===== config.mk =====
export PLATFORM = sky130hd
export DESIGN_NAME = pwl_cmd_queue
export DESIGN_NICKNAME = d
export VERILOG_FILES = /design/src/rtl/pwl_pkg.sv /design/src/rtl/pwl_cmd_queue.sv
export SDC_FILE = /design/constraint.sdc
export NUM_CORES = 1
export LEC_CHECK = 0
export BUFFER_PORTS_ARGS = -buffer_cell sky130_fd_sc_hd__clkbuf_2
export CORE_ASPECT_RATIO = 0.8
export CORE_MARGIN = 1
export CORE_UTILIZATION = 52
export DETAILED_ROUTE_END_ITERATION = 8
export GPL_TIMING_DRIVEN = 0
export PLACE_DENSITY_LB_ADDON = 0.1
export RECOVER_POWER = 25
export SKIP_CTS_REPAIR_TIMING = 1
export SLEW_MARGIN = 0
export SYNTH_ARGS = -nofsm -noshare
export SYNTH_HDL_FRONTEND = slang
export SYNTH_SLANG_ARGS = --single-unit
export TNS_END_PERCENT = 5

===== constraint.sdc =====
create_clock -name clk_i -period 6.5 [get_ports clk_i]
set_clock_uncertainty 0.15 [all_clocks]
set_input_delay 0.975 -clock clk_i [delete_from_list [all_inputs] [get_ports clk_i]]
set_output_delay 0.975 -clock clk_i [all_outputs]
set_load 0.02 [all_outputs]

===== src/rtl/pwl_pkg.sv =====
package pwl_pkg;

  localparam int unsigned TableDepthDefault = 64;
  localparam int unsigned CmdQueueDepth = 2;

  typedef enum logic [1:0] {
    CMD_CLEAR  = 2'd0,
    CMD_APPEND = 2'd1,
    CMD_QUERY  = 2'd2,
    CMD_NONE   = 2'd3
  } cmd_e;

  typedef enum logic [2:0] {
    ST_OK    = 3'd0,
    ST_BELOW = 3'd1,
    ST_ABOVE = 3'd2,
    ST_FULL  = 3'd3,
    ST_EMPTY = 3'd4,
    ST_ORDER = 3'd5
  } status_e;

  typedef struct packed {
    logic [1:0]         command;
    logic signed [31:0] load_x;
    logic signed [31:0] load_y;
    logic signed [31:0] query_x;
  } in_beat_t;

  typedef struct packed {
    logic [2:0]         status;
    logic signed [31:0] y_value;
    logic [6:0]         entry_count;
  } out_beat_t;

endpackage


===== src/rtl/pwl_cmd_queue.sv =====
// Small FIFO between the command front end and the table engine.
module pwl_cmd_queue #(
  parameter int unsigned Depth = pwl_pkg::CmdQueueDepth
) (
  input  logic              clk_i,
  input  logic              rst_ni,
  input  logic              push_i,
  input  pwl_pkg::in_beat_t push_data_i,
  output logic              full_o,
  input  logic              pop_i,
  output logic              empty_o,
  output pwl_pkg::in_beat_t pop_data_o
);
  localparam int unsigned AW = (Depth > 1) ? $clog2(Depth) : 1;
  localparam int unsigned CW = $clog2(Depth + 1);

  pwl_pkg::in_beat_t mem_q [Depth];
  logic [AW-1:0] wr_q, wr_d, rd_q, rd_d;
  logic [CW-1:0] cnt_q, cnt_d;

  assign full_o     = (cnt_q == CW'(Depth));
  assign empty_o    = (cnt_q == '0);
  assign pop_data_o = mem_q[rd_q];

  always_comb begin
    wr_d  = wr_q;
    rd_d  = rd_q;
    cnt_d = cnt_q;
    if (push_i) begin
      wr_d = (wr_q == AW'(Depth - 1)) ? '0 : wr_q + 1'b1;
    end
    if (pop_i) begin
      rd_d = (rd_q == AW'(Depth - 1)) ? '0 : rd_q + 1'b1;
    end
    if (push_i && !pop_i) begin
      cnt_d = cnt_q + 1'b1;
    end else if (!push_i && pop_i) begin
      cnt_d = cnt_q - 1'b1;
    end
  end

  always_ff @(posedge clk_i or negedge rst_ni) begin
    if (!rst_ni) begin
      wr_q  <= '0;
      rd_q  <= '0;
      cnt_q <= '0;
    end else begin
      wr_q  <= wr_d;
      rd_q  <= rd_d;
      cnt_q <= cnt_d;
    end
  end

  always_ff @(posedge clk_i) begin
    if (push_i) begin
      mem_q[wr_q] <= push_data_i;
    end
  end
endmodule


==> impl_metrics.ini, run 1 <==
[outcome]
status = finished, final reports clean

[global_routing]
track_usage_pct = 18.6
grt_overflow = 0
grt_pass1_vias = 3778
grt_max_degree = 56
grt_first_pass_wirelength_um = 19700
antenna_found_initial = 0

[floorplan]
die_height_um = 108
core_um2 = 13600
initial_utilization_pct = 53.6
fp.dieW_um = 134
dieArea_um2 = 14500
num_rows = 38
pin_count = 202

[timing]
slew_headroom_pct = 57.4
period_needed_ps = 2880
hold_viol_final = 0
hold_slack_ps = 221
final_max_slew_viol_count = 0
setup_viol = 0
worst_pin_slew_ps = 639
min_period_over_period_pct = 44.3
fmax_ghz = 0.347
rsz0062_at_grt = false
setup_tns_ps = 0

[place]
dp_hpwl_um = 8490
gp_congestion = 0.713
portBuffers = 201

[worst_setup_path]
path_class = reg2out
path_max_fanout = 10
cp.required_ps = 5370
cp_cell_sequence = buf_6 > buf_6 > buf_6 > mux2_4 > clkbuf_2
cpMostUsedCell = buf_6
arrival_ps = 1750
path_delay_family = buffers and inverters
worstSetupEndpointType = output pin
cp_slowest_stage_delay_ps = 340
path_buf_inv = 4
startpoint_type = flop
crit_slowest_cell = dfrtp_1

[cts]
cts-root-buf = clkbuf_16
clock_latency_ps = 420
cts_buffers = 17
clock_path_buffers = 2
path_clk_slew_ps = 60
cts_tree = yes
cts_sinks = 200
htree_levels = 4

[synthesis]
synthArstFlopShare_pct = 2.00
ys_warn_count = 0
ys_seq_area_share_pct = 82.1
yosys-top-cells-count = edfxtp_1, mux2_2, mux2_4
synth-edff-count = 196
yosysMostFrequentCell = edfxtp_1
ys_ff_latch = 200
syn-num-nets = 424
yosysUniqueCellTypes = 13
synth_area_um2 = 7290
ys.flop_type = edfxtp_1
syn_avg_cell_area_um2 = 22.7
synth_area_leaders = edfxtp_1, mux2_2, mux2_4
synth_top_area_share_pct = 80.8
synthCells = 321
synth_top_cell_by_area = edfxtp_1

[drt]
wl_met2_um = 6230
wl_met3_um = 1140
drcViolationCount = 0
drtPass1Iterations = 4
totalWireLength_um = 12700
drt-initial-drc-count = 237
wire_per_inst_um = 17.2
wl_met1_um = 5130
ant_nets = 0
top_layer = met4
viasPerCell = 5.00
vias = 3677

[final_layout]
syn2layout_area_growth_pct = 26.1
nets = 648
drive_gt1_share_pct = 56.5
antenna-diode-count = 0

[pwr]
total_leakage_power_nw = 3.50
power_density_nw_per_um2 = 461
max-vdd-ir-drop_mv = 0.297
finalPower_mw = 4.24

[worst_hold_path]
hold_class = in2async

[run]
max-cap-violations = 0
## power by group
group          switching, mW  internal, mW
Combinational          0.820         0.554
Sequential            0.0568          1.71
Clock                  0.426         0.674
Total                   1.30          2.94
## per-stage QoR
stage               util, %  instance area, um2  cells  worst slack, ps
finish                 67.6                9190    736             3620
global route           67.6                9190    736             3540
CTS                    67.9                9230    736             3580
detailed placement     63.4                8620    706             3700
global placement       62.6                8520    702            -2040
floorplan                 -                7290    321              541
## cell families after synthesis
family | count (synthesis) | share of synthesized area [%]
flip-flops | 200 | 82.1
multiplexers | 98 | 15.7
buffers and inverters | 12 | 1.06
XOR/XNOR | 5 | 0.601
AND/OR/NAND/NOR | 5 | 0.361
adder cells (fa/ha/maj) | 1 | 0.172
## final cells by class
| class | instances | area, um2 |
|---|---|---|
| multi-input combinational | 109 | 1230 |
| fill | 949 | 4410 |
| tap | 180 | 225 |
| sequential | 200 | 5990 |
| timing repair buffer | 205 | 1060 |
| clock buffer | 19 | 433 |
| buffer | 11 | 73.8 |
| clock inverter | 11 | 180 |
| inverter | 1 | 3.75 |
## flip-flops by register name, indices dropped and copies added (netlist names)
register  cells
mem_q       196
cnt_q         2
rd_q          1
wr_q          1
## layout by cell type (no fill, tap or decap), drive strengths merged
cell,instances
mux2,98
clkbuf,220
dfrtp,4
buf,15
ha,1
and2,1
xnor2,1
inv,1
xor2,4
edfxtp,196
nor2,2
bufinv,5
clkinv,6
nor2b,2
## path summary, 6_finish.rpt
path	from	slack [ps]	endpoint	depth (start not counted)
worst max-delay path	rd_q	3620	pop_data_o[63]	5
worst min-delay path	rst_ni	220	cnt_q[1]	1
worst max register to register	wr_q	4450	mem_q[0][2]	4
worst min register to register	cnt_q[1]	360	cnt_q[1]	1
max in group asynchronous	rst_ni	5800	wr_q	1
min in group clk_i	cnt_q[1]	360	cnt_q[1]	1
## worst register-to-register path, cell delays in order, from the launching register on
cell and delay (ps):
dfrtp_1 430, nor2b_4 430, buf_12 280, buf_12 240
buf_12 210
## per-layer routing
layer | vias up | GRT usage (%)
li1 | 1726 | -
met1 | 1803 | 23.2
met2 | 135 | 29.2
met3 | 13 | 7.58
met4 | 0 | 7.22
met5 | - | 0
No activity file was read; power rests on OpenSTA's default activity.
==> run 2, diff against run 1 <==
Clock period 6.5 ns to 2.75 ns, I/O delays scaled along.
==> run 2 against run 1 <==
  * Sequential share of layout area is 0.66 points higher
  * Cell count is 0.41% higher
  * Die area stayed put
  * Final area is 1.0% lower
  * Largest cell class unchanged
  * Total power is 130% higher
  * Count of clock-buffer cells in the layout is 10 higher
  * Hold slack worse by 200 ps
  * Sequential power is 140% higher
==> impl_metrics.ini, run 2 (synthesis gave the netlist of run 1 again) <==
[outcome]
status = finished, final reports clean

[final_layout]
nets = 649
syn2layout_area_growth_pct = 24.9
final_area_um2 = 9100
fillers = 989
drive_gt1_share_pct = 54.2
reg_top3 = mem_q (196), cnt_q (2)
top_register = mem_q
final_cell_mix = edfxtp_1, clkbuf_2, mux2_2, clkbuf_1, clkbuf_16
largest_reg_flops = 196
layout_commonest_cell = edfxtp_1
antenna-diode-count = 0
final_cells = 739

[cts]
clock_path_buffers = 2
clock_latency_ps = 420
cts_tree = yes
htree_levels = 4
cts-root-buf = clkbuf_16
cts_sinks = 200
path_clk_slew_ps = 70
cts_buffers = 17

[drt]
wire_per_inst_um = 17.1
viasPerCell = 4.97
drcViolationCount = 0
ant_nets = 0
drtPass1Iterations = 5
totalWireLength_um = 12600
drt-initial-drc-count = 192
vias = 3674

[floorplan]
dieArea_um2 = 14500
die_height_um = 108
fp.dieW_um = 134
core_um2 = 13600
pin_count = 202
num_rows = 38
initial_utilization_pct = 53.6

[timing]
min_period_over_period_pct = 83.8
fmax_ghz = 0.434
final_max_slew_viol_count = 0
worst_pin_slew_ps = 583
slew_headroom_pct = 61.1
hold_viol_final = 0
period_needed_ps = 2300
rsz0062_at_grt = false
setup_viol = 0
hold_slack_ps = 25.8

[run]
max-cap-violations = 0

[place]
placed_cell_area_um2 = 8620
post-place-cells = 706
gp_congestion = 0.692
dp_hpwl_um = 8660
portBuffers = 201

[global_routing]
grt_max_degree = 60
antenna_found_initial = 0
grt_overflow = 0
grt_pass1_vias = 3746
track_usage_pct = 18.3
grt_first_pass_wirelength_um = 19200

[worst_setup_path]
reg2reg_to = mem_q[0][58]
path_class = reg2out
path_max_fanout = 10
worstSetupEndpointType = output pin
cp.required_ps = 2190
startpoint_type = flop
regToRegSetupSlack_ps = 840
r2r-start = wr_q
r2r_cells = 3
arrival_ps = 1740

[worst_hold_path]
hold_end = mem_q[0][89]
min_from = push_data_i[89]
holdPathStages = 1
hold_class = in2reg

[pwr]
max-vdd-ir-drop_mv = 0.759
power_density_nw_per_um2 = 1060
total_leakage_power_nw = 3.43
finalPower_mw = 9.61
## run 2: per-stage QoR
step	util (%)	setup TNS [ps]	setup WS, ps
detailed placement	63.4	0	631
global route	66.9	0	346
CTS	67.2	0	408
floorplan	-	-54510	-556
finish	66.9	0	446
global placement	62.7	-249970	-1910
## run 2: final cells by class
type	count	area, um2	share of cell area, %
plain buffers	11	73.8	0.811
clock inverters	3	17.5	0.193
multi-input cells	109	1230	13.6
well taps	180	225	2.48
inverters	1	3.75	0.0413
flip-flops and latches	200	5990	65.8
clock buffers	29	500	5.50
repair buffers	206	1060	11.6
## run 2: worst max path at each step
stage               startpoint        endpoint  slack, ps  depth (start not counted)
CTS                       rd_q  pop_data_o[64]        410                          5
global placement        push_i    mem_q[1][10]      -1910                          2
detailed placement      push_i    mem_q[0][91]        630                          4
global route              rd_q  pop_data_o[64]        350                          5
floorplan                 wr_q     mem_q[1][0]       -560                          1
finish                    rd_q  pop_data_o[64]        450                          5
## run 2: critical path, cell delays in order (launching register included)
cell and delay (ps):
dfrtp_1 340, buf_6 150, buf_6 160, buf_6 190, mux2_4 320, clkbuf_2 160
## run 2: per-layer routing
metal  up-vias  track usage [%]  part of all wire, %
met2       139             29.6                   49
met3        21             8.38                  9.7
met5         -                0                    0
met1      1787             21.4                   39
met4         0             7.22                  1.7
li1       1727                -                    -
## run 2: power breakdown
part,leakage (nW),internal [mW],switching [mW]
combinational,1.30,1.31,1.93
sequential,1.89,4.04,0.136
clock,0.250,1.23,0.972
total,3.43,6.58,3.03
==> run 3, diff against run 2 <==
Settings changed: CORE_UTILIZATION 52 to 47.
Clock period 2.75 ns to 1.9 ns, I/O delays scaled along.
==> run 3 against run 2 <==
  * The run now ends with negative setup slack left
  * Register-to-register slack worse by 930 ps
  * Critical endpoint is now pop_data_o[59]
  * Sequential power up 45%
  * Final area up 14%
  * Count of clock-buffer cells in the layout down 10
  * Non-clock buffer count up 102
  * Combinational power up 61%
  * Global-route usage down 1.8 points
  * Largest cell class unchanged
  * Highest routed layer unchanged
  * Setup slack worse by 710 ps
  * Critical path depth unchanged
  * Via count up 10%
  * Cell count up 18%
  * Clock power up 65%
==> impl_metrics.ini, run 3 (synthesis gave the netlist of run 1 again) <==
[outcome]
status = complete, but fails checks
violations = negative setup slack

[drt]
drt-initial-drc-count = 235
vias = 4046
viasPerCell = 4.65
ant_nets = 0
drtPass1Iterations = 4
drcViolationCount = 0
wire_per_inst_um = 15.9
totalWireLength_um = 13800

[final_layout]
fillers = 1025
syn2layout_area_growth_pct = 42.5
final_cell_mix = edfxtp_1, clkbuf_2, dlygate4sd3_1, mux2_2, clkbuf_16
reg_top3 = mem_q (196), cnt_q (2)
regArea_um2 = 5990
nets = 751
layout_commonest_cell = edfxtp_1
multi_input_comb_area_um2 = 1230
antenna-diode-count = 0
final_area_um2 = 10400
largest_reg_flops = 196
drive_gt1_share_pct = 51.1
top_register = mem_q

[global_routing]
antenna_found_initial = 0
grt_max_degree = 53
track_usage_pct = 16.6
grt_overflow = 0
grt_pass1_vias = 3778
grt_first_pass_wirelength_um = 19300

[timing]
min_period_over_period_pct = 114
setup_ws_ps = -263
final_max_slew_viol_count = 0
slew_headroom_pct = 34.8
hold_viol_final = 0
hold_slack_ps = 72.6
setup_tns_ps = -24010
fmax_ghz = 0.462
period_needed_ps = 2160
rsz0062_at_grt = true
worst_pin_slew_ps = 976
setup_viol = 203

[worst_setup_path]
cp.required_ps = 1460
path_max_fanout = 11
cp_slowest_stage_delay_ps = 400
cp_cell_sequence = buf_6 > buf_12 > clkbuf_16 > mux2_4 > clkbuf_2
path_class = reg2out
arrival_ps = 1730
r2r-start = wr_q
cp-startpoint = rd_q
worstSetupEndpointType = output pin
crit_slowest_cell = dfrtp_1
startpoint_type = flop

[floorplan]
fp.dieW_um = 141
initial_utilization_pct = 48.4
pin_count = 202
die_height_um = 113
num_rows = 40
core_um2 = 15100
dieArea_um2 = 16000

[pwr]
finalPower_mw = 14.9
total_leakage_power_nw = 4.02
max-vdd-ir-drop_mv = 0.847
power_density_nw_per_um2 = 1430

[cts]
clock_path_buffers = 2
htree_levels = 4
cts_buffers = 17
cts_tree = yes
path_clk_slew_ps = 70
cts-root-buf = clkbuf_16
clock_latency_ps = 430
cts_sinks = 200

[place]
placed_cell_area_um2 = 8660
gp_congestion = 0.706
post-place-ws_ps = -183
portBuffers = 201
dp_hpwl_um = 8510

[run]
max-cap-violations = 0

[worst_hold_path]
hold_class = in2async
==> run 3: changes by cell type in the layout (fill, tap and decap cells not counted), sizes merged <==
| cell | previous run | this run |
|---|---|---|
| dlygate4sd3 | 1 | 101 |
| bufinv | 0 | 3 |
| buf | 16 | 28 |
| clkbuf | 229 | 209 |
| clkinv | 2 | 4 |
| inv | 1 | 5 |
| clkinvlp | 1 | 2 |
==> run 3: final cells by class <==
cell class,count,area share [%]
Tap cell,210,2.53
Clock inverter,13,1.61
Timing Repair Buffer,308,20.9
Sequential cell,200,57.6
Clock buffer,19,4.17
Inverter,1,0.0361
Buffer,11,1.22
Multi-Input combinational cell,109,11.9
==> run 3: final timing paths <==
check / cells after the start / to / slack, ps
min in group clk_i: 3 / cnt_q[0] / 120
max: 5 / pop_data_o[59] / -260
min reg2reg: 1 / cnt_q[1] / 360
max reg2reg: 2 / mem_q[0][35] / -90
min: 2 / cnt_q[1] / 70
max in group asynchronous: 2 / rd_q / 1330
==> run 3: metal layers <==
metal | track usage [%] | up-vias | wire (um)
met1 | 19.5 | 1956 | 5930
li1 | - | 1932 | -
met3 | 7.18 | 15 | 968
met5 | 0 | - | 0
met2 | 26.3 | 143 | 6690
met4 | 8.04 | 0 | 242
==> run 3: report_power, final <==
part / internal (mW) / total, mW / switching [mW]
combinational: 2.30 / 5.21 / 2.91
clock: 2.09 / 3.64 / 1.55
sequential: 5.85 / 6.05 / 0.204
total: 10.2 / 14.9 / 4.67
==> run 3: metrics by stage <==
step,utilization (%),cells
6_report,69.0,871
2_1_floorplan,-,321
3_5_place_dp,57.5,736
3_3_place_gp,56.9,732
4_1_cts,61.5,768
5_1_grt,69.0,871
==> run 3: critical path: cells and delay by family (launching register included) <==
kind / cells / cell delay (ps)
mux: 1 / 290
flops: 1 / 400
buf+inv: 4 / 610
